[src/sv/rmp_pkg.sv]
`default_nettype none
// ----------------------------------------------------------------------------
// rmp_pkg
// Shared widths, register indexes and divider stage type for the reactive
// mask pixel pipeline.
// ----------------------------------------------------------------------------
package rmp_pkg;

    localparam int COMP_W = 16;
    localparam int CHAN_N = 3;
    localparam int NUM_W  = 18;   // sum of three 17-bit magnitudes
    localparam int DEN_W  = 17;   // floor plus three 16-bit magnitudes
    localparam int DVS_W  = 24;   // common divisor width of both dividers
    localparam int Q_W    = 17;   // Q0.16 with room for 1.0
    localparam int FRAC_W = 16;
    localparam int SIDE_W = 18;
    localparam int DIV_STAGES = FRAC_W + 1;

    localparam logic [Q_W-1:0]   UNIT_Q16 = 17'h10000;
    localparam logic [DVS_W-1:0] KNEE_ONE = 24'h010000;

    localparam int CFG_IDX_W  = 3;
    localparam int CFG_DATA_W = 24;

    localparam logic [CFG_IDX_W-1:0] REG_LUMINANCE_FLOOR   = 3'd0;
    localparam logic [CFG_IDX_W-1:0] REG_REACTIVE_SCALE    = 3'd1;
    localparam logic [CFG_IDX_W-1:0] REG_CHANGE_EPSILON    = 3'd2;
    localparam logic [CFG_IDX_W-1:0] REG_COMPOSITION_KNEE  = 3'd3;
    localparam logic [CFG_IDX_W-1:0] REG_COMPOSITION_SCALE = 3'd4;

    typedef struct packed {
        logic [DVS_W-1:0]  rem;
        logic [DVS_W-1:0]  dvs;
        logic [FRAC_W-1:0] quo;
        logic              sat;
        logic [SIDE_W-1:0] side;
    } div_stage_t;

endpackage
`default_nettype wire

[src/sv/rmp_front.sv]
`default_nettype none
// ----------------------------------------------------------------------------
// rmp_front
// Per-channel absolute differences and magnitudes, summed into the
// numerator and the floored denominator of the relative change.
// ----------------------------------------------------------------------------
module rmp_front (
    input  wire logic                                    aclk,
    input  wire logic                                    aresetn,
    input  wire logic                                    in_valid,
    output logic                                         in_ready,
    input  wire logic [rmp_pkg::CHAN_N*rmp_pkg::COMP_W-1:0] opaque,
    input  wire logic [rmp_pkg::CHAN_N*rmp_pkg::COMP_W-1:0] final_c,
    input  wire logic [14:0]                             luminance_floor,
    output logic                                         out_valid,
    input  wire logic                                    out_ready,
    output logic [rmp_pkg::NUM_W-1:0]                    num,
    output logic [rmp_pkg::DEN_W-1:0]                    den
);

    logic                       valid_reg;
    logic [rmp_pkg::NUM_W-1:0]  num_reg, num_next;
    logic [rmp_pkg::DEN_W-1:0]  den_reg, den_next;

    always_comb begin
        logic signed [rmp_pkg::COMP_W:0] o, f, d;
        logic [rmp_pkg::COMP_W:0]        mo, mf, md;
        num_next = '0;
        den_next = (luminance_floor == 15'd0) ? rmp_pkg::DEN_W'(1)
                                              : rmp_pkg::DEN_W'(luminance_floor);
        for (int c = 0; c < rmp_pkg::CHAN_N; c++) begin
            o  = {opaque[c*rmp_pkg::COMP_W + rmp_pkg::COMP_W-1],
                  opaque[c*rmp_pkg::COMP_W +: rmp_pkg::COMP_W]};
            f  = {final_c[c*rmp_pkg::COMP_W + rmp_pkg::COMP_W-1],
                  final_c[c*rmp_pkg::COMP_W +: rmp_pkg::COMP_W]};
            d  = f - o;
            mo = o[rmp_pkg::COMP_W] ? $unsigned(-o) : $unsigned(o);
            mf = f[rmp_pkg::COMP_W] ? $unsigned(-f) : $unsigned(f);
            md = d[rmp_pkg::COMP_W] ? $unsigned(-d) : $unsigned(d);
            num_next = num_next + rmp_pkg::NUM_W'(md);
            den_next = den_next + rmp_pkg::DEN_W'((mo > mf) ? mo : mf);
        end
    end

    assign in_ready = !valid_reg || out_ready;

    always_ff @(posedge aclk) begin
        if (!aresetn) begin
            valid_reg <= 1'b0;
        end else if (in_ready) begin
            valid_reg <= in_valid;
        end
    end

    always_ff @(posedge aclk) begin
        if (in_ready) begin
            num_reg <= num_next;
            den_reg <= den_next;
        end
    end

    assign out_valid = valid_reg;
    assign num       = num_reg;
    assign den       = den_reg;

endmodule
`default_nettype wire

[config.mk]
export PLATFORM = sky130hd
export DESIGN_NAME = rmp_front
export DESIGN_NICKNAME = d
export VERILOG_FILES = /design/src/sv/rmp_pkg.sv /design/src/sv/rmp_front.sv
export SDC_FILE = /design/constraint.sdc
export NUM_CORES = 1
export LEC_CHECK = 0
export ABC_AREA = 1
export BUFFER_PORTS_ARGS = -buffer_cell sky130_fd_sc_hd__buf_4
export CAP_MARGIN = 20
export CELL_PAD_IN_SITES_DETAIL_PLACEMENT = 1
export CELL_PAD_IN_SITES_GLOBAL_PLACEMENT = 2
export CORE_UTILIZATION = 35
export DETAILED_ROUTE_END_ITERATION = 8
export GPL_TIMING_DRIVEN = 1
export PLACE_DENSITY_LB_ADDON = 0.08
export SLEW_MARGIN = 15
export SYNTH_ARGS = -nofsm -noshare
export SYNTH_HDL_FRONTEND = slang
export SYNTH_SLANG_ARGS = --single-unit
[constraint.sdc]
create_clock -name aclk -period 20.7 [get_ports aclk]
set_input_delay 4.14 -clock aclk [delete_from_list [all_inputs] [get_ports aclk]]
set_output_delay 4.14 -clock aclk [all_outputs]
set_load 0.05 [all_outputs]
# After elaboration in Yosys (flattened, before gate mapping)
# Index checks and enable logic that the tools add are counted.
[classes]
add_sub_neg = 17
magnitude_cmp = 3
muxes = 13
n_reduce_logical = 3
[ops]
columns = ["cell", "count"]
rows = [
  ["17-bit two-way mux", 12],
  ["16-bit negation with 17-bit output", 6],
  ["17-bit greater-than comparator", 3],
  ["17-bit negation", 3],
  ["16-bit by 16-bit subtractor with 17-bit output", 3],
  ["17-bit adder", 2],
  ["17-bit by 17-bit adder with 18-bit output", 1],
  ["18-bit by 17-bit adder with 18-bit output", 1],
  ["15-bit by 17-bit adder with 17-bit output", 1],
  ["15-bit zero test", 1],
  ["15-bit two-way mux", 1],
  ["1-bit zero test", 1],
  ["1-bit logical OR", 1],
]
[word_totals]
word_cells = 39
regBits = 36
out_inout_bits = 37
inputBits = 115

# Depth between registers and ports, before layout
[depth]
word_depth = 7
mapped_depth = 36
ltp_nobuf = 35

# Least setup slack after synthesis
# No wires, ideal clock.
[synth_path]
path_kind = "in2reg"
from = "input port final_c[32] (netlist name)"
to = "register den_reg (netlist bit den[13]) (data pin)"
t_required_ns = 20.435
path_stages = 31
arrival_ns = 9.175
path_buffers = 1
setup_ns = 0.265
path_slack_ns = 11.260
cell_sequence = "inv_1 -> ha_1 -> inv_1 -> nor2_1 -> nand2_1 -> o21ai_2 -> nand2_1 -> a21oi_1 -> xor2_1 -> ha_1 -> nand4_1 -> nor2_1 -> nand4_1 -> nand3_1 -> nand2_1 -> inv_1 -> buf_2 -> o21ai_0 -> fa_1 -> inv_1 -> fa_1 -> inv_1 -> ha_1 -> fa_1 -> nand3_1 -> nand2_1 -> a21oi_1 -> o21ai_0 -> a21oi_1 -> o21ai_0 -> xor2_1"
[synth_between]
elab_chain_cells = 5
[synth_rtl]
columns = ["element", "line_no", "text"]
rows = [
  ["start, declared", "rmp_front.sv:13", "input wire logic [rmp_pkg::CHAN_N*rmp_pkg::COMP_W-1:0] final_c,"],
  ["16-bit negation with 17-bit output", "rmp_front.sv:38", "mf = f[rmp_pkg::COMP_W] ? $unsigned(-f) : $unsigned(f);"],
  ["17-bit two-way mux *", "rmp_front.sv:38", ""],
  ["17-bit greater-than comparator", "rmp_front.sv:41", "den_next = den_next + rmp_pkg::DEN_W'((mo > mf) ? mo : mf);"],
  ["17-bit two-way mux *", "rmp_front.sv:41", ""],
  ["17-bit adder *", "rmp_front.sv:41", ""],
  ["net den_next (one bit)", "rmp_front.sv:23", "logic [rmp_pkg::DEN_W-1:0] den_reg, den_next;"],
  ["end signal, assigned", "rmp_front.sv:58", "den_reg <= den_next;"],
  ["end, declared", "rmp_front.sv:23", ""],
]
# The timed path passes the listed nets; every way through them passes the cells marked *.
# A chain may end at the register's enable or synchronous reset.

# Worst setup path after layout
[layout_path]
from = "input port final_c[4] (netlist name)"
to = "register den_reg (netlist bit den[13]) (data pin)"
[layout_between]
elab_chain_cells = 7
[layout_rtl]
columns = ["element", "line_no"]
rows = [
  ["16-bit negation with 17-bit output", "rmp_front.sv:38"],
  ["17-bit two-way mux *", "rmp_front.sv:38"],
  ["17-bit greater-than comparator", "rmp_front.sv:41"],
  ["17-bit two-way mux *", "rmp_front.sv:41"],
  ["15-bit by 17-bit adder with 17-bit output *", "rmp_front.sv:41"],
  ["17-bit adder * (2 in series)", "rmp_front.sv:41"],
  ["net den_next (one bit)", "rmp_front.sv:23"],
]
# Marked as above.

==> results.toml <==
[outcome]
status = "completed"

[logic_synthesis]
synth.top_cells.by_area = "nand2_1 16%, ha_1 15%, inv_1 12%"
synth-edff-count = 35
async_flop_share = 0
yosysSeqAreaShare = 0.0912
avgSynthCellArea_um2 = 6.20
ys.flop_type = "edfxtp_1"
netlist_area_mm2 = 0.0117
ys_ff_latch = 36
netlist_instances = 1894
synth_largest_area_cell = "nand2_1"
yosys_warnings = 0
synth_top_cell_area_share = 0.159
synth_cell_types = 47

[global_routing]
grt.busiest_layer = "met2"
use_met3 = 0.0169
antenna_found_initial = 0
gr-total-overflow = 0
grt_util_met1 = 0.304
gr-usage-all-layers = 0.247
grt_max_degree = 38
grt_pass1_wl_mm = 65.7
use_met2 = 0.455
grt_pass1_vias = 12800

[detailed_routing]
routed_wl_mm = 41.2
vias = 12200
initialDrtViolationCount = 320
wl_per_cell_um = 16.7
vias_per_cell = 4.96
ant_nets = 0
first_pass_iters = 4
route.detailed.drc = 0

[cts]
cts-htree-levels = 2
cts_tree = "built"
cts_buffers = 5
cts-root-buf = "clkbuf_16"
clockBufferDepth = 2
clkTransAtPathRegs_ns = 0.06
clock-sinks = 36
postCtsSetupBuffers = 0
cts_hold_buf = 0
insertion_delay_ns = 0.30
ctsResizeCount = 0

[layout]
drive_gt1_frac = 0.0998
num_antenna_cells = 0
largest_reg_flops = 18
final_area_mm2 = 0.0134
layout_common_cells = "498 x nand2_1, 362 x inv_1, 151 x buf_4"
regArea_mm2 = 0.00107
final_common_cell = "nand2_1"
num-nets-final = 2332
syn_to_final_growth_pct = 14.3
stdcell_count = 2466
nFillCells = 4433
multi_input_area_mm2 = 0.00915

[worst_setup_path]
cpMostUsedCell = "nand2_1"
required_ns = 20.74
crit_type = "in -> reg"
cp.arrival_ns = 10.55
cp_slowest_cell = "fa_1"
endpoint_kind = "flop"
slowest_delay_ns = 0.56
cp-start-kind = "input pin"
path_max_fanout = 25

[timing]
period_share = 0.508
setup_violations = 0
maxSlewViolCount = 0
worstMarginPinSlew_ns = 1.01
tns_ns = 0
final.setup_skew_ns = 0.00851
rsz0062_at_grt = "no"
min_period_ns = 10.51
clock.fmax_mhz = 95.1
hold_violations = 0
slew_headroom = 0.325

[place]
port_buffers = 151
gp_congestion = 0.926
placedCellCount = 2459
place_area_mm2 = 0.0133
hpwl_mm = 37.3

[floorplan]
die_h_um = 185
die_area_mm2 = 0.0343
core-area_mm2 = 0.0328
start_util = 0.358
core.rowCount = 66
ios = 152
die_w_um = 185

[pwr]
switching_share = 0.563
combPwrFrac = 0.821
p_int_uw = 649
seqPwrFrac = 0.127
ir_drop_mv = 0.0750
power.density_mw_per_mm2 = 111
p_clk_frac = 0.052
p_leak_nw = 7.44
switchingPower_uw = 835

[min_path]
min_path_type = "reg -> reg"

[flow_run]
maxCapViolCount = 0
[area by class of cell]
type,instances,area share
inverter,366,0.102
clock inverter,2,0.000932
timing repair buffer,151,0.0845
tap,442,0.0412
multi-input combinational,1464,0.682
clock buffer,5,0.00932
sequential,36,0.0798
[worst max-delay path, delay by kind of cell]
family,cells,cell delay [ns]
XOR/XNOR,2,0.34
adder cells (fa/ha/maj),5,1.99
buffers and inverters,5,0.77
AO/OA/AOI/OAI,7,1.54
AND/OR/NAND/NOR,13,1.76
[logic make-up (layout without fill, tap and decap cells)]
kind of cell,Yosys count,in the layout,share of synthesized area
AND/OR/NAND/NOR,878,878,0.319
buffers and inverters,398,524,0.131
AO/OA/AOI/OAI,249,249,0.116
adder cells (fa/ha/maj),193,193,0.239
XOR/XNOR,138,138,0.103
flip-flops,36,36,0.0912
other,2,6,0.000639
[synth_stat cells (2+ instances only)]
master,number
a211oi_1,5
a21o_1,4
a21oi_1,93
a21oi_2,3
a31oi_1,6
and2_1,3
buf_2,3
buf_6,5
clkbuf_1,22
conb_1,2
edfxtp_1,35
fa_1,52
ha_1,141
inv_1,362
inv_2,3
nand2_1,499
nand2_2,17
nand2_4,4
nand3_1,134
nand3_2,4
nand3b_1,7
nand4_1,34
nor2_1,137
nor2_2,6
nor3_1,25
nor4_1,6
o211ai_1,5
o21a_1,2
o21ai_0,112
o21ai_1,2
o21ai_2,4
o21bai_1,2
o31ai_1,5
xnor2_1,29
xor2_1,109
[routing by layer]
metal | wire length [um] | share of wire
met1 | 19000 | 0.46
met2 | 20300 | 0.49
met3 | 936 | 0.023
met4 | 1040 | 0.025
met5 | 0 | 0
[final timing paths]
check / startpoint / endpoint / slack (ns) / cells after the start
hold reg to reg: out_valid / num[2] / 1.29 / 1
hold / removal: out_valid / num[2] / 1.29 / 1
setup / recovery: final_c[4] / den[13] / 10.19 / 32
setup reg to reg: out_valid / den[16] / 19.25 / 1
[through the flow]
step	util	hold slack (ns)	worst slack [ns]	total power [mW]
floorplan	-	1.86	11.26	1.08
global placement	0.405	1.27	10.06	1.37
CTS	0.409	1.33	10.16	1.50
detailed placement	0.405	1.32	9.85	1.41
finish	0.409	1.29	10.19	1.48
global route	0.409	1.37	9.44	1.64
[power groups by stage]
stage / Combinational, mW / Sequential, mW / Clock (mW)
global route: 1.37 / 0.191 / 0.0832
global placement: 1.18 / 0.188 / 0
floorplan: 0.765 / 0.316 / 0
CTS: 1.23 / 0.189 / 0.0803
finish: 1.22 / 0.188 / 0.0776
detailed placement: 1.22 / 0.190 / 0
(Power assumes the default switching activity.)
