--- src/sv/rmp_pkg.sv ---
`default_nettype none
// ----------------------------------------------------------------------------
// rmp_pkg
// Shared widths, register indexes and divider stage type for the reactive
// mask pixel pipeline.
// ----------------------------------------------------------------------------
package rmp_pkg;

    localparam int COMP_W = 16;
    localparam int CHAN_N = 3;
    localparam int NUM_W  = 18;   // sum of three 17-bit magnitudes
    localparam int DEN_W  = 17;   // floor plus three 16-bit magnitudes
    localparam int DVS_W  = 24;   // common divisor width of both dividers
    localparam int Q_W    = 17;   // Q0.16 with room for 1.0
    localparam int FRAC_W = 16;
    localparam int SIDE_W = 18;
    localparam int DIV_STAGES = FRAC_W + 1;

    localparam logic [Q_W-1:0]   UNIT_Q16 = 17'h10000;
    localparam logic [DVS_W-1:0] KNEE_ONE = 24'h010000;

    localparam int CFG_IDX_W  = 3;
    localparam int CFG_DATA_W = 24;

    localparam logic [CFG_IDX_W-1:0] REG_LUMINANCE_FLOOR   = 3'd0;
    localparam logic [CFG_IDX_W-1:0] REG_REACTIVE_SCALE    = 3'd1;
    localparam logic [CFG_IDX_W-1:0] REG_CHANGE_EPSILON    = 3'd2;
    localparam logic [CFG_IDX_W-1:0] REG_COMPOSITION_KNEE  = 3'd3;
    localparam logic [CFG_IDX_W-1:0] REG_COMPOSITION_SCALE = 3'd4;

    typedef struct packed {
        logic [DVS_W-1:0]  rem;
        logic [DVS_W-1:0]  dvs;
        logic [FRAC_W-1:0] quo;
        logic              sat;
        logic [SIDE_W-1:0] side;
    } div_stage_t;

endpackage
`default_nettype wire

--- src/sv/rmp_div.sv ---
`default_nettype none
// ----------------------------------------------------------------------------
// rmp_div
// Pipelined restoring divider: floor(a * 65536 / b) clamped to 1.0, one
// quotient bit per stage, with a sideband word carried alongside.
// ----------------------------------------------------------------------------
module rmp_div (
    input  wire logic                         aclk,
    input  wire logic                         aresetn,
    input  wire logic                         in_valid,
    output logic                              in_ready,
    input  wire logic [rmp_pkg::DVS_W-1:0]    dividend,
    input  wire logic [rmp_pkg::DVS_W-1:0]    divisor,
    input  wire logic [rmp_pkg::SIDE_W-1:0]   side_in,
    output logic                              out_valid,
    input  wire logic                         out_ready,
    output logic [rmp_pkg::Q_W-1:0]           quotient,
    output logic [rmp_pkg::SIDE_W-1:0]        side_out
);

    localparam int N = rmp_pkg::DIV_STAGES;

    logic                 valid_reg [N];
    rmp_pkg::div_stage_t  stage_reg [N];
    rmp_pkg::div_stage_t  stage_next [N];
    logic [N:0]           rdy;

    // stage may load when empty or when its content moves on
    always_comb begin
        rdy[N] = out_ready;
        for (int k = N-1; k >= 0; k--) begin
            rdy[k] = !valid_reg[k] || rdy[k+1];
        end
    end

    always_comb begin
        logic [rmp_pkg::DVS_W:0] rem2;
        logic                    ge;
        stage_next[0].rem  = dividend;
        stage_next[0].dvs  = divisor;
        stage_next[0].quo  = '0;
        stage_next[0].sat  = (dividend >= divisor);
        stage_next[0].side = side_in;
        for (int k = 1; k < N; k++) begin
            rem2 = {stage_reg[k-1].rem, 1'b0};
            ge   = (rem2 >= {1'b0, stage_reg[k-1].dvs});
            stage_next[k]      = stage_reg[k-1];
            stage_next[k].rem  = ge ? rmp_pkg::DVS_W'(rem2 - {1'b0, stage_reg[k-1].dvs})
                                    : rem2[rmp_pkg::DVS_W-1:0];
            stage_next[k].quo  = {stage_reg[k-1].quo[rmp_pkg::FRAC_W-2:0], ge};
        end
    end

    always_ff @(posedge aclk) begin
        if (!aresetn) begin
            for (int k = 0; k < N; k++) valid_reg[k] <= 1'b0;
        end else begin
            if (rdy[0]) valid_reg[0] <= in_valid;
            for (int k = 1; k < N; k++) begin
                if (rdy[k]) valid_reg[k] <= valid_reg[k-1];
            end
        end
    end

    always_ff @(posedge aclk) begin
        for (int k = 0; k < N; k++) begin
            if (rdy[k]) stage_reg[k] <= stage_next[k];
        end
    end

    assign in_ready  = rdy[0];
    assign out_valid = valid_reg[N-1];
    assign quotient  = stage_reg[N-1].sat ? rmp_pkg::UNIT_Q16
                                          : {1'b0, stage_reg[N-1].quo};
    assign side_out  = stage_reg[N-1].side;

endmodule
`default_nettype wire

--- config.mk ---
export PLATFORM = sky130hd
export DESIGN_NAME = rmp_div
export DESIGN_NICKNAME = d
export VERILOG_FILES = /design/src/sv/rmp_pkg.sv /design/src/sv/rmp_div.sv
export SDC_FILE = /design/constraint.sdc
export NUM_CORES = 2
export LEC_CHECK = 0
export BUFFER_PORTS_ARGS = -buffer_cell sky130_fd_sc_hd__buf_2
export CORE_UTILIZATION = 65
export DETAILED_ROUTE_END_ITERATION = 12
export PLACE_DENSITY = 0.9
export SYNTH_ARGS = -nofsm -noshare
export SYNTH_HDL_FRONTEND = slang
export SYNTH_SLANG_ARGS = --single-unit
export TNS_END_PERCENT = 50
--- constraint.sdc ---
create_clock -name aclk -period 30.5 [get_ports aclk]
set_input_delay 6.1 -clock aclk [delete_from_list [all_inputs] [get_ports aclk]]
set_output_delay 6.1 -clock aclk [all_outputs]
set_load 0.01 [all_outputs]
# Word level (Yosys, flattened, before mapping)

Memory sizes are Yosys's and may differ from the RTL's.
Cells that the tools add are included.

Add/subtract/negate cells: 16
Magnitude comparators: 17
Bitwise logic cells: 17
Reduce and logical (&&, ||, !) cells: 34
Multiplexer cells: 103

Operator list:

| cell                                         | count |
|---|---|
| greater-or-equal comparator 25 x 24 -> 1 bit | 16 |
| two-way mux 24 bit                           | 16 |
| subtractor 24 bit                            | 16 |
| two-way mux 1 bit                            | 86 |
| greater-or-equal comparator 24 bit           | 1 |
| zero test 1 bit                              | 17 |
| logical OR 1 bit                             | 17 |
| two-way mux 17 bit                           | 1 |
| bitwise OR 1 bit                             | 17 |

Logic and storage cells: 189
Register bits after elaboration: 0
Memories kept: 2
Input bits: 70
RAM bits: 1428
Output and inout bits: 37

Memory list:

| name      | words | bits a word | read ports | clocked after memory_dff | wr ports | line          | RTL |
|---|---|---|---|---|---|---|---|
| stage_reg | 17    | 83          | 17         | 0                        | 17       | rmp_div.sv:24 | `rmp_pkg::div_stage_t stage_reg [N];` |
| valid_reg | 17    | 1           | 17         | 0                        | 17       | rmp_div.sv:23 | `logic valid_reg [N];` |

# Longest topological paths before layout

An unclocked memory read counts as a cell.

Depth after elaboration: 23
Gate-level depth with buffers: 13
Mapped depth without buffers: 11

# Worst setup path before layout

Ideal clock, no wire load.

Kind: input to output
Start point: in out_ready
End point: out in_ready
Arrival: 12.834 ns
Slack: 11.566 ns
Buffers on the path: 3
Stages on the path: 12
Data required time: 24.400 ns
Cells stage by stage: nor2b_1 and2_1 inv_1 nor3_2 and3_1 buf_2 and3_1 clkbuf_1 inv_1 nor2_1 nand2_1 clkbuf_1

Word-level cells in the longest chain between the ends: 17

RTL lines:

| element                         | line          | RTL |
|---|---|---|
| start: declaration              | rmp_div.sv:16 | `input wire logic out_ready,` |
| logical OR 1 bit (2 in series)  | rmp_div.sv:32 | `rdy[k] = !valid_reg[k] \|\| rdy[k+1];` |
| via rdy[15]                     | rmp_div.sv:26 | `logic [N:0] rdy;` |
| logical OR 1 bit (11 in series) | rmp_div.sv:32 |  |
| via rdy[4]                      | rmp_div.sv:26 |  |
| logical OR 1 bit (4 in series)  | rmp_div.sv:32 |  |
| end: declaration                | rmp_div.sv:11 | `output logic in_ready,` |

The timed path passes the listed nets, and every way through them passes these cells.

# Worst setup path in the final report

Ends and elaborated chain as after synthesis.

==> summary.md <==
| Metric | Value |
|---|---|
| Proportion of layout cells with a drive suffix above 1 | about a tenth |
| PwrDens | approximately 100 nW/um^2 |
| Total wire length | about 130000 um |
| Commonest non-fill, non-tap cell in the layout | sky130_fd_sc_hd__edfxtp_1 |
| Core Rows | 111 |
| DRT antenna net count | 0 |
| Crit path DAT | 10.23 ns |
| CTS HTree Levels | 3 |
| Initial drt markers | 2936 |
| IR Drop Worst-Case VDD | 0.0000593 V |
| Flop and latch count out of synthesis | 1244 |
| Cells resized by post-CTS repair | 0 |
| Synth Instances | 4800 |
| Overall global routing resource usage | between 20 and 30% |
| Number of CTS-inserted buffers | about 120 |
| Required time reported for the critical path endpoint | 24.40 ns |
| Worst setup path category | in2out |
| Post-synth top flop | sky130_fd_sc_hd__edfxtp_1 |
| Fin util | 72.2% |
| Die Y-Extent | 308 um |
| Final max-slew violation count | 0 |
| Number of antenna violations at the first check in global routing | 2 |
| Min setup slack post-route | 14.17 ns |
| Syn nets | between 5000 and 6000 |
| Switching Power | 2350 uW |
| # clock sinks | about 1200 |
| Static leakage power | 0.0278 uW |
| Count of boundary I/O pins | 107 |
| Global-route wire length before repair | 203000 um |
| Ys Warns | 0 |
| Worst slew margin relative to its limit | 28.2% |
| Fraction of the yosys area taken by sequential cells | 61.4% |
| Worst-case setup slack after placement | 14.13 ns |
| Proportion of power drawn by the clock network | between 20% and 30% |
| Biggest area consumer among synthesized cells | sky130_fd_sc_hd__edfxtp_1 |
| Register-to-register setup slack | roughly 26 ns |
| Number of setup buffers added after CTS | 0 |
| Crit Path Max Fanout | 72 |
| Fraction of registers with async set/reset | 0% |
| Commonest cells after routing, fill and taps aside | 1244 x sky130_fd_sc_hd__edfxtp_1, 530 x sky130_fd_sc_hd__inv_1, 407 x sky130_fd_sc_hd__ha_1, 354 x sky130_fd_sc_hd__nand2_1, 325 x sky130_fd_sc_hd__o21ai_0 |
| Number of standard cells in the layout, taps in and fillers out | roughly 6300 |
| Cell Chain, Critical Path | buf_2, nor2b_1, and2_1, clkinv_2, nor3_2, and3_1, and3_1, inv_2, buf_4, nor2_1, nand2_4, buf_2 |
| Syn_area_per_cell | 12.7 um^2 |
| Portion of total power attributed to combinational logic | 39.0% |
| Clock-pin slew on the worst setup and hold paths | 0.07 ns |
| Overflow after GRT | 0 |
| Average via count per standard cell | 6.06 |
| Cell area after synthesis | 60800 um^2 |
| Setup crit start kind | primary input |
| Fraction of power spent switching nets | 34.9% |
| Number of global-route vias before repair | a little under 40000 |
| Chip width | 308 um |
| Transition time at the pin with the least slew margin | 1.08 ns |
| Final layout net count | 5462 |
| Number of hold violations in the final report | 0 |
| Distinct cell type count after synthesis | 80 |
| Setup-failing EPs final | 0 |
| Cell Count Post-Placement | 6092 |
| P&R area growth vs syn | 9.43% |
| Max stage delay on crit path | 0.58 ns |
| Number of flops mapped to enable cells by yosys | approximately 1200 |
| Share of the clock period used by the worst path | 53.5% |
| Max cap viols | 0 |
| Post-detailed-placement half-perimeter wirelength | 88400 um |
| RSZ-0062 raised after global routing | no |
| Setup TNS | 0 ns |
| Clock tree root buffer cell | sky130_fd_sc_hd__clkbuf_16 |
| TritonCTS clock tree | yes |
| DRT Pass-1 Iters | 9 |
| Count of vias placed by the detailed router | 38239 |
| Die footprint | between 90000 and 100000 um^2 |
| Clock latency reported for the late side of the worst-skew pair | ~0.73 ns |
| Clk buf depth | 3 |
| Total power | 6740 uW |
| Initial cell density of the core | about two thirds |
| Setup skew after layout | 0.0289 ns |
| Average wire per standard cell | 20.6 um |
| Proportion of netlist area held by the largest area contributor | 61.4% |
| Number of input and output port buffers inserted | 106 |
| Count of unresolved DRC violations after routing | 0 |
| Critical Path Slowest Stage Cell | sky130_fd_sc_hd__nor3_2 |
| Achievable frequency | a little over 60 MHz |
| Post-CTS Hold Fix Bufs | 0 |
| Result of the run | finished clean |
| Routability cong. | 0.955 |
| Top cells by area in the synthesized netlist | sky130_fd_sc_hd__edfxtp_1 61%, sky130_fd_sc_hd__ha_1 8.4%, sky130_fd_sc_hd__inv_1 3.3%, sky130_fd_sc_hd__o21ai_0 2.7%, sky130_fd_sc_hd__a21oi_1 2.5% |
| Max FFs per register | 1227 |
| Path type of the worst min-delay path | reg2reg |
| Internal portion of total power | 4390 uW |
| Sequential cell fraction of total power | roughly two fifths |
| Maximum number of pins on one net before global-route repair | between 80 and 90 |
| Post-route minimum period | 16.33 ns |
| Area inside the core boundary | 92200 um^2 |
| Critical Path End Type | primary output |
power by group through the flow:
| stage | registers, uW | clock network (uW) | logic, uW |
|---|---|---|---|
| 3_5_place_dp | 2660 | 0 | 2500 |
| 3_3_place_gp | 2630 | 0 | 2400 |
| 4_1_cts | 2640 | 1480 | 2580 |
| 5_1_grt | 2670 | 1540 | 2860 |
| 2_1_floorplan | 2570 | 0 | 1970 |
| 6_report | 2650 | 1460 | 2630 |
path summary, 6_finish.rpt:
path,from,end,cells past startpoint
setup / recovery,out_ready,in_ready,12
hold / removal,stage_reg[0][509]$_DFFE_PP_,stage_reg[0][592]$_DFFE_PP_,0
setup reg to reg,valid_reg[8][0]$_SDFFCE_PN0P_,stage_reg[0][74]$_DFFE_PN_,11
hold reg to reg,stage_reg[0][509]$_DFFE_PP_,stage_reg[0][592]$_DFFE_PP_,0
worst max-delay path, delay by kind of cell:
| family | cells | cell delay [ns] |
|---|---|---|
| buffers and inverters | 5 | 1.24 |
| AND/OR/NAND/NOR | 7 | 2.84 |
cell usage after synthesis (16+ instances only):
master / number
sky130_fd_sc_hd__edfxtp_1: 1244
sky130_fd_sc_hd__inv_1: 538
sky130_fd_sc_hd__ha_1: 407
sky130_fd_sc_hd__nand2_1: 361
sky130_fd_sc_hd__o21ai_0: 325
sky130_fd_sc_hd__a21oi_1: 298
sky130_fd_sc_hd__nor2_1: 199
sky130_fd_sc_hd__xnor2_1: 149
sky130_fd_sc_hd__a21o_1: 138
sky130_fd_sc_hd__xor2_1: 120
sky130_fd_sc_hd__mux2_2: 109
sky130_fd_sc_hd__nand4_1: 68
sky130_fd_sc_hd__nor2b_1: 68
sky130_fd_sc_hd__nand2b_1: 61
sky130_fd_sc_hd__o21a_1: 60
sky130_fd_sc_hd__nand3_1: 58
sky130_fd_sc_hd__nor3_1: 56
sky130_fd_sc_hd__and3_1: 48
sky130_fd_sc_hd__a31oi_1: 43
sky130_fd_sc_hd__clkbuf_1: 42
sky130_fd_sc_hd__a211oi_1: 33
sky130_fd_sc_hd__o31ai_1: 30
sky130_fd_sc_hd__o21bai_1: 28
sky130_fd_sc_hd__buf_4: 24
sky130_fd_sc_hd__o211ai_1: 20
sky130_fd_sc_hd__buf_2: 19
sky130_fd_sc_hd__or2_2: 19
sky130_fd_sc_hd__and2_1: 18
sky130_fd_sc_hd__mux2_4: 17
sky130_fd_sc_hd__a211o_1: 16
layer usage:
metal | wire [um] | vias up | GRT usage (%)
met2 | 72400 | 1543 | 54.9
met5 | 0 | - | 0
met4 | 9280 | 0 | 18.1
met1 | 42300 | 18210 | 25.8
li1 | - | 17949 | -
met3 | 5820 | 537 | 3.70
final cells by class:
type	count	area, um^2
antenna	1	2.50
multi-input combinational	2930	21000
inverter	538	2020
clock inverter	75	744
tap	1243	1560
clock buffer	144	3070
fill	5683	25700
timing repair buffer	137	763
sequential	1244	37400
logic make-up (layout without fill, tap and decap cells):
logic type               after synthesis  in the layout  share of synthesized area, %
multiplexers                         140            140                          2.67
adder cells (fa/ha/maj)              422            422                          8.87
buffers and inverters                626            894                          4.12
XOR/XNOR                             269            269                          3.87
AO/OA/AOI/OAI                       1091           1091                          11.1
AND/OR/NAND/NOR                     1008           1008                          7.95
other                                  0              1                             0
flip-flops                          1244           1244                          61.4
metrics by stage:
stage          hold WS (ns)  instance area (um^2)
2_1_floorplan         0.400                 60800
3_3_place_gp          0.400                 62700
3_5_place_dp          0.405                 62700
4_1_cts               0.408                 66600
5_1_grt               0.413                 66600
6_report              0.412                 66600
No activity file was read; power rests on OpenSTA's default activity.
