[src/sv/rmp_pkg.sv]
`default_nettype none
// ----------------------------------------------------------------------------
// rmp_pkg
// Shared widths, register indexes and divider stage type for the reactive
// mask pixel pipeline.
// ----------------------------------------------------------------------------
package rmp_pkg;

    localparam int COMP_W = 16;
    localparam int CHAN_N = 3;
    localparam int NUM_W  = 18;   // sum of three 17-bit magnitudes
    localparam int DEN_W  = 17;   // floor plus three 16-bit magnitudes
    localparam int DVS_W  = 24;   // common divisor width of both dividers
    localparam int Q_W    = 17;   // Q0.16 with room for 1.0
    localparam int FRAC_W = 16;
    localparam int SIDE_W = 18;
    localparam int DIV_STAGES = FRAC_W + 1;

    localparam logic [Q_W-1:0]   UNIT_Q16 = 17'h10000;
    localparam logic [DVS_W-1:0] KNEE_ONE = 24'h010000;

    localparam int CFG_IDX_W  = 3;
    localparam int CFG_DATA_W = 24;

    localparam logic [CFG_IDX_W-1:0] REG_LUMINANCE_FLOOR   = 3'd0;
    localparam logic [CFG_IDX_W-1:0] REG_REACTIVE_SCALE    = 3'd1;
    localparam logic [CFG_IDX_W-1:0] REG_CHANGE_EPSILON    = 3'd2;
    localparam logic [CFG_IDX_W-1:0] REG_COMPOSITION_KNEE  = 3'd3;
    localparam logic [CFG_IDX_W-1:0] REG_COMPOSITION_SCALE = 3'd4;

    typedef struct packed {
        logic [DVS_W-1:0]  rem;
        logic [DVS_W-1:0]  dvs;
        logic [FRAC_W-1:0] quo;
        logic              sat;
        logic [SIDE_W-1:0] side;
    } div_stage_t;

endpackage
`default_nettype wire

[src/sv/rmp_gain.sv]
`default_nettype none
// ----------------------------------------------------------------------------
// rmp_gain
// One registered stage: y = min(1.0, x * g / 65536), x and side passed on.
// ----------------------------------------------------------------------------
module rmp_gain (
    input  wire logic                         aclk,
    input  wire logic                         aresetn,
    input  wire logic                         in_valid,
    output logic                              in_ready,
    input  wire logic [rmp_pkg::Q_W-1:0]      x_in,
    input  wire logic [rmp_pkg::Q_W-1:0]      gain,
    input  wire logic [rmp_pkg::SIDE_W-1:0]   side_in,
    output logic                              out_valid,
    input  wire logic                         out_ready,
    output logic [rmp_pkg::Q_W-1:0]           x_out,
    output logic [rmp_pkg::Q_W-1:0]           y_out,
    output logic [rmp_pkg::SIDE_W-1:0]        side_out
);

    logic                           valid_reg;
    logic [rmp_pkg::Q_W-1:0]        x_reg, y_reg, y_next;
    logic [rmp_pkg::SIDE_W-1:0]     side_reg;
    logic [2*rmp_pkg::Q_W-1:0]      prod;

    assign prod   = x_in * gain;
    assign y_next = (prod[2*rmp_pkg::Q_W-1:2*rmp_pkg::Q_W-2] != 2'b00)
                  ? rmp_pkg::UNIT_Q16
                  : prod[rmp_pkg::FRAC_W +: rmp_pkg::Q_W];

    assign in_ready = !valid_reg || out_ready;

    always_ff @(posedge aclk) begin
        if (!aresetn) begin
            valid_reg <= 1'b0;
        end else if (in_ready) begin
            valid_reg <= in_valid;
        end
    end

    always_ff @(posedge aclk) begin
        if (in_ready) begin
            x_reg    <= x_in;
            y_reg    <= y_next;
            side_reg <= side_in;
        end
    end

    assign out_valid = valid_reg;
    assign x_out     = x_reg;
    assign y_out     = y_reg;
    assign side_out  = side_reg;

endmodule
`default_nettype wire

[config.mk]
export PLATFORM = sky130hd
export DESIGN_NAME = rmp_gain
export DESIGN_NICKNAME = d
export VERILOG_FILES = /design/src/sv/rmp_pkg.sv /design/src/sv/rmp_gain.sv
export SDC_FILE = /design/constraint.sdc
export NUM_CORES = 1
export LEC_CHECK = 0
export BUFFER_PORTS_ARGS = -buffer_cell sky130_fd_sc_hd__buf_2
export CAP_MARGIN = 20
export CORE_MARGIN = 1
export CORE_UTILIZATION = 40
export DETAILED_ROUTE_END_ITERATION = 7
export REMOVE_ABC_BUFFERS = 1
export SLEW_MARGIN = 10
export SYNTH_ARGS = -nofsm -noshare
export SYNTH_HDL_FRONTEND = slang
export SYNTH_SLANG_ARGS = --single-unit
[constraint.sdc]
create_clock -name aclk -period 8.54 [get_ports aclk]
set_input_delay 0.427 -clock aclk [delete_from_list [all_inputs] [get_ports aclk]]
set_output_delay 0.427 -clock aclk [all_outputs]
set_load 0.02 [all_outputs]
## After elaboration in Yosys (flattened, before gate mapping)

Cells that the tools add are included.

| cells by class | value |
|---|---|
| multipliers | 1 |
| reduce and logical (&&, ||, !) cells | 3 |

Operator list:

| cell | count |
|---|---|
| multiplier 17 x 17 -> 34 bit | 1 |
| nonzero test 2 bit | 1 |
| logical NOT 1 bit | 1 |
| logical OR 1 bit | 1 |

| storage, ports and cells | value |
|---|---|
| bits of input ports | 56 |
| flip-flop bits (word level) | 53 |
| output and inout bits | 54 |

## Logic depth before layout (Yosys ltp)

Gate-level depths: netlist of the first run.

| depth | value |
|---|---|
| depth in word-level cells | 2 |
| gate-level depth with buffers | 24 |

## Worst setup path after synthesis of the first run

Ideal clock, no wire load.

| timing path | value |
|---|---|
| path type | input port to flip-flop |
| start point | input gain[8] in the netlist's numbering |
| end point | register y_reg, in the netlist y_out[11] (data pin) |
| data required time | 8.287 ns |
| buffers on the path | 3 |
| data arrival time | 6.149 ns |
| stages | 24 |
| slack | 2.138 ns |
| cell sequence | clkbuf_1 > clkbuf_1 > nand2_1 > fa_1 > inv_1 > fa_1 > inv_1 > fa_1 > inv_1 > fa_1 > fa_1 > inv_1 > fa_1 > inv_1 > ha_1 > a21oi_1 > o21ai_0 > a221o_2 > a21oi_4 > o211a_4 > o41ai_2 > mux2_4 > buf_8 > and2_4 |

| on the way | value |
|---|---|
| cells in the longest elaborated chain, start to end | 2 |

RTL lines:

| item | line | source |
|---|---|---|
| start, declared | rmp_gain.sv:12 | `input wire logic [rmp_pkg::Q_W-1:0] gain,` |
| multiplier 17 x 17 -> 34 bit * | rmp_gain.sv:26 | `assign prod = x_in * gain;` |
| nonzero test 2 bit | rmp_gain.sv:27 | `assign y_next = (prod[2*rmp_pkg::Q_W-1:2*rmp_pkg::Q_W-2] != 2'b00)` |
| end signal, assigned | rmp_gain.sv:44 | `y_reg <= y_next;` |
| end, declared | rmp_gain.sv:22 | `logic [rmp_pkg::Q_W-1:0] x_reg, y_reg, y_next;` |

Mark *: on every way between the ends. The rest lies on a longest branch, timed or not.
A chain may end at the register's enable or synchronous reset.

## Worst setup path after layout of the first run

| timing path | value |
|---|---|
| start point | input x_in[7] in the netlist's numbering |
| end point | register y_reg, in the netlist y_out[2] (data pin) |

| on the way | value |
|---|---|
| cells in the longest elaborated chain, start to end | 2 |

RTL lines:

| item | line | source |
|---|---|---|
| start, declared | rmp_gain.sv:11 | `input wire logic [rmp_pkg::Q_W-1:0] x_in,` |
| multiplier 17 x 17 -> 34 bit * | rmp_gain.sv:26 |  |
| nonzero test 2 bit | rmp_gain.sv:27 |  |

Marks and branches as above.

==> results_dict.tcl, run 1 <==
set metrics [dict create \
    outcome "complete, no violations" \
    finish.net_count 1607 \
    worst_pin_slew_ps 737 \
    detailedPlacementHpwl_um 19900 \
    maxSlewViolCount 0 \
    synth-seq-area-share_pct 14.4 \
    synth-edff-count 52 \
    postSynthAreaPerCell_um2 9.57 \
    cts_inserted_buffers 5 \
    synth.largest_area_cell "fa_1" \
    grt_setup_unrepaired "false" \
    worstSetupStartpointType "primary input" \
    wire_per_inst_um 15.9 \
    timing.setup.tns_ps 0 \
    routed.top_layer "met4" \
    clock_tree.root_cell "clkbuf_16" \
    min_delay_path_depth 1 \
    layout.filler_cells 2686 \
    cts.clk_slew.worst_paths_ps 90 \
    most-common-layout-cells "inv_1, fa_1, nand2_1" \
    ctsResizeCount 0 \
    drt_pass1_iterations 5 \
    initial_core_util_pct 40.8 \
    track_usage_pct 19.2 \
    total_inserted_antenna_cells 0 \
    r2r.worst_path.cells 2 \
    cap_viol_max_count 0 \
    synth.cell_area_mm2 0.0110 \
    grt_max_degree 55 \
    avgViaCountPerCell 4.96 \
    layout.area.seq_mm2 0.00158 \
    multi_input_area_mm2 0.00812 \
    cts.path.max_buffers 2 \
    synth_area_leaders "fa_1, edfxtp_1, ha_1, inv_1, and2_1" \
    cts_max_level 2 \
    die_width_um 167 \
    route.antenna.remaining_nets 0 \
    syn_to_final_growth_pct 8.91 \
    drive_gt1_share_pct 12.0 \
    critical_path_peak_fanout 18 \
    final_period_minus_worst_setup_slack_ps 6270 \
    met1Wirelength_um 10400 \
    std_cell_rows 60 \
    drc 0 \
    boundaryPins 110 \
    met3_wirelength_um 905 \
    number_of_input_and_output_port_buffers_inserted 109 \
    ys_dominant_reg_cell "edfxtp_1" \
    critPathKind "primary input to register" \
    postRouteWirelength_um 24900 \
    arrival_ps 6330 \
    placeableCoreArea_mm2 0.0269 \
    synth.yosys.warnings 0 \
    asyncSetResetFlopFracSynth_pct 0 \
    gr_ovfl_total 0 \
    endpoint_kind "register" \
    finalInstanceArea_mm2 0.0119 \
    clkSinkCount 53 \
    timing.final.hold_violations 0 \
    rr_startpoint "out_valid" \
    routabilityCongestion 0.836 \
    post-cts-setup-buffers 0 \
    met2_wirelength_um 13100 \
    clkLatencyLatePin_ps 320 \
    slew_headroom_pct 50.8 \
    holdBufCountCts 0 \
    die-area_mm2 0.0280 \
    holdWs_ps 275 \
    post_synth_inst_count 1145 \
    yosys.area.top_type_share_pct 40.6 \
    dpl-instance-area_mm2 0.0118 \
    grt_antenna_before_repair 0 \
    synthDistinctLibCells 47 \
    ys_seq_elements 53 \
    total_via_count_after_detailed_routing 7770 \
    critPathLaunch "x_in[7]" \
    violation_count_after_the_first_detailed_route_iteration 343 \
    final_core_utilization_pct 44.4 \
    first_pass_grt_wire_length_um 42000 \
    tritoncts "yes" \
    setup_viol 0 \
    hp-start "side_in[10]" \
    hold_path_class "primary input to register" \
    clock.fmax_mhz 160 \
    die-height_um 167 \
    mostFrequentLayoutCell "inv_1" \
    finClkSkew_ps 14.4 \
    first_global_vias 8545 \
    required_time_at_the_worst_slack_endpoint_ps 8610 \
    fin_crit_sh_pct 73.4 \
]
critical path, cell delays in order:
cell and delay [ps]:
buf_2 340, nand2_1 140, fa_1 550, inv_1 50, fa_1 490, inv_1 50
fa_1 520, inv_1 60, fa_1 470, fa_1 500, inv_1 50, fa_1 470
inv_1 40, ha_1 320, nand2_1 60, o21ai_0 300, a221o_2 230, a21oi_4 50
o211a_4 270, o41ai_2 320, mux2_4 420, and2_2 190
layer usage:
layer	GRT usage [%]	vias to the layer above
li1	-	3533
met1	22.9	4029
met2	35.9	169
met3	2.46	39
met4	5.27	0
met5	0	-
flip-flops by register name, summed over array words and instances (netlist names):
register	count
out_valid	1
x_out	17
y_out	17
side_out	18
path summary, 6_finish.rpt:
| kind | to | slack, ps |
|---|---|---|
| setup / recovery | y_out[2] | 2270 |
| hold / removal | side_out[10] | 280 |
| setup reg to reg | x_out[6] | 7190 |
| hold reg to reg | side_out[10] | 990 |
layout make-up:
class / instances / area share [%]
inverters: 293 / 9.22
clock inverters: 3 / 0.220
multi-input cells: 760 / 68.0
clock buffers: 5 / 1.05
flip-flops and latches: 53 / 13.3
well taps: 341 / 3.58
repair buffers: 110 / 4.64
synthesized netlist by cell type (2+ instances only):
cell and instances:
and2_4 9, and3_1 7, and3_2 2, and2_2 7, o21a_1 3, nor2_1 6, a31oi_1 3, clkbuf_1 38
o21ai_0 17, ha_1 106, a21oi_1 23, xnor2_1 14, edfxtp_1 52, and2_1 114, xor2_1 6, nand2b_1 2
fa_1 222, a21o_1 4, inv_1 293, nand2_1 186, nand3_1 5
metrics by stage:
step,worst slack (ps),std cells
finish,2270,1565
global route,2000,1565
CTS,2280,1565
detailed placement,1950,1557
global placement,2050,1557
floorplan,2700,1106
cells by family (layout without fill, tap and decap cells):
family,Yosys count,after routing,share of synthesized area [%]
compound gates,66,66,4.03
xor+xnor,20,20,1.60
fa+ha+maj,328,328,52.7
buf+inv,332,411,11.5
flops,53,53,14.4
mux,2,2,0.228
simple gates,344,344,15.5
Power of run 1 is not shown: default switching activity piles up to over one toggle a cycle in this logic, so the estimate is an artifact.
==> run 2, diff against run 1 <==
==> constraint.sdc (replaced) <==
create_clock -name aclk -period 5.65 [get_ports aclk]
set_input_delay 0.2825 -clock aclk [delete_from_list [all_inputs] [get_ports aclk]]
set_output_delay 0.2825 -clock aclk [all_outputs]
set_load 0.02 [all_outputs]
==> run 2 against run 1 <==
Hold slack lost 150 ps. Critical endpoint is now y_out[0]. Final area rose by 11%. Wire length rose by 5.3%. Setup slack lost 2300 ps. Register-to-register slack got worse by 2900 ps. Clock skew increased by 3.4 ps. Via count rose by 4.5%. Core utilization grew 4.9 points. Global-route usage increased by 1.0 points. Final cell count is 7.2% higher. First-iteration DRC count decreased by 15%. Largest cell class unchanged.
==> results_dict.tcl, run 2 (same netlist as run 1, synthesis figures left out) <==
set metrics [dict create \
    outcome "complete, no violations" \
    violation_count_after_the_first_detailed_route_iteration 291 \
    pre_cts_slack_ps -568 \
    cts.path.max_buffers 2 \
    first_pass_grt_wire_length_um 44000 \
    drc 0 \
    worst_pin_slew_ps 707 \
    fin_crit_sh_pct 99.8 \
    maxSlewViolCount 0 \
    routabilityCongestion 0.853 \
    grt_antenna_before_repair 0 \
    finClkSkew_ps 17.7 \
    critPathKind "primary input to register" \
    postRouteWirelength_um 26300 \
    critical_path_peak_fanout 7 \
    first_global_vias 8843 \
    tritoncts "yes" \
    std_cell_rows 60 \
    arrival_ps 5710 \
    initial_core_util_pct 40.8 \
    cts_max_level 2 \
    slew_headroom_pct 52.9 \
    route.antenna.remaining_nets 0 \
    grt_setup_unrepaired "true" \
    grt_max_degree 55 \
    syn_to_final_growth_pct 20.9 \
    cap_viol_max_count 0 \
    most-common-layout-cells "inv_1, fa_1, nand2_1" \
    die-area_mm2 0.0280 \
    layout.filler_cells 2580 \
    avgViaCountPerCell 4.84 \
    largest_register_ffs 18 \
    track_usage_pct 20.2 \
    cts.clk_slew.worst_paths_ps 100 \
    boundaryPins 110 \
    clkSinkCount 53 \
    final_period_minus_worst_setup_slack_ps 5640 \
    total_via_count_after_detailed_routing 8119 \
    die-height_um 167 \
    wire_per_inst_um 15.7 \
    detailedPlacementHpwl_um 21700 \
    worst_slack_ps 9.01 \
    worstSetupStartpointType "primary input" \
    drive_gt1_share_pct 22.7 \
    holdBufCountCts 0 \
    placeableCoreArea_mm2 0.0269 \
    finish.net_count 1720 \
    clkLatencyLatePin_ps 320 \
    number_of_input_and_output_port_buffers_inserted 109 \
    die_width_um 167 \
    setup_viol 0 \
    drt_pass1_iterations 5 \
    total_inserted_antenna_cells 0 \
    holdWs_ps 130 \
    required_time_at_the_worst_slack_endpoint_ps 5720 \
    gr_ovfl_total 0 \
    mostFrequentLayoutCell "inv_1" \
    cts_inserted_buffers 5 \
    hold_path_class "primary input to register" \
    timing.final.hold_violations 0 \
    clock.fmax_mhz 177 \
    endpoint_kind "register" \
    clock_tree.root_cell "clkbuf_16" \
]
## run 2: changes by cell type in the layout (fill, tap and decap cells not counted), sizes merged
cell,before,now
buf,110,218
clkbuf,5,8
clkinvlp,2,0
mux2,1,3
clkinv,0,1
inv,294,295
## run 2: path summary, 6_finish.rpt
check	from	to	slack, ps	cells past startpoint
setup reg to reg	out_valid	x_out[6]	4290	2
hold reg to reg	out_valid	side_out[10]	990	2
setup / recovery	x_in[10]	y_out[0]	9	22
hold / removal	side_in[16]	side_out[16]	130	1
## run 2: repair_timing
item | in CTS | in global routing
cloned | 2 | 0
buffers inserted | 4 | 6
pin swaps | 13 | 29
endpoints found under the setup margin | 17 | 17
resized for setup | 51 | 75
## run 2: per-stage QoR
step	util [%]	cell area [um^2]	std cells	TNS, ps
CTS	48.2	13000	1672	0
finish	49.3	13200	1678	0
global route	49.3	13200	1678	-1990
global placement	46.6	12500	1658	-8740
floorplan	-	10800	1106	-461
detailed placement	46.6	12500	1658	-9110
## run 2: critical path, cell delays in order
cell and delay, ps:
buf_4 150, buf_4 150, and2_1 140, fa_1 480, inv_1 50, fa_1 460
fa_1 510, inv_1 50, fa_1 480, fa_1 500, inv_1 50, fa_1 470
inv_1 70, ha_4 280, and3_4 180, and3_4 190, a21oi_4 70, o211a_4 260
o41ai_4 190, buf_4 190, mux2_4 340, and2_2 170
## run 2: area by class of cell
| cell class | instances | area (um^2) | area share, % |
|---|---|---|---|
| Tap cell | 341 | 427 | 3.22 |
| Sequential cell | 53 | 1580 | 11.9 |
| Timing Repair Buffer | 221 | 1580 | 11.9 |
| Clock inverter | 3 | 28.8 | 0.217 |
| Inverter | 293 | 1100 | 8.30 |
| Multi-Input combinational cell | 762 | 8410 | 63.5 |
| Clock buffer | 5 | 125 | 0.945 |
## run 2: per-layer routing
| layer | GRT usage (%) | up-vias | wire, um |
|---|---|---|---|
| met1 | 25.3 | 4141 | 11000 |
| met5 | 0 | - | 0 |
| met3 | 2.60 | 37 | 1080 |
| met4 | 6.66 | 0 | 785 |
| met2 | 35.9 | 174 | 13400 |
| li1 | - | 3767 | - |
Power of run 2 is left out for the same reason.
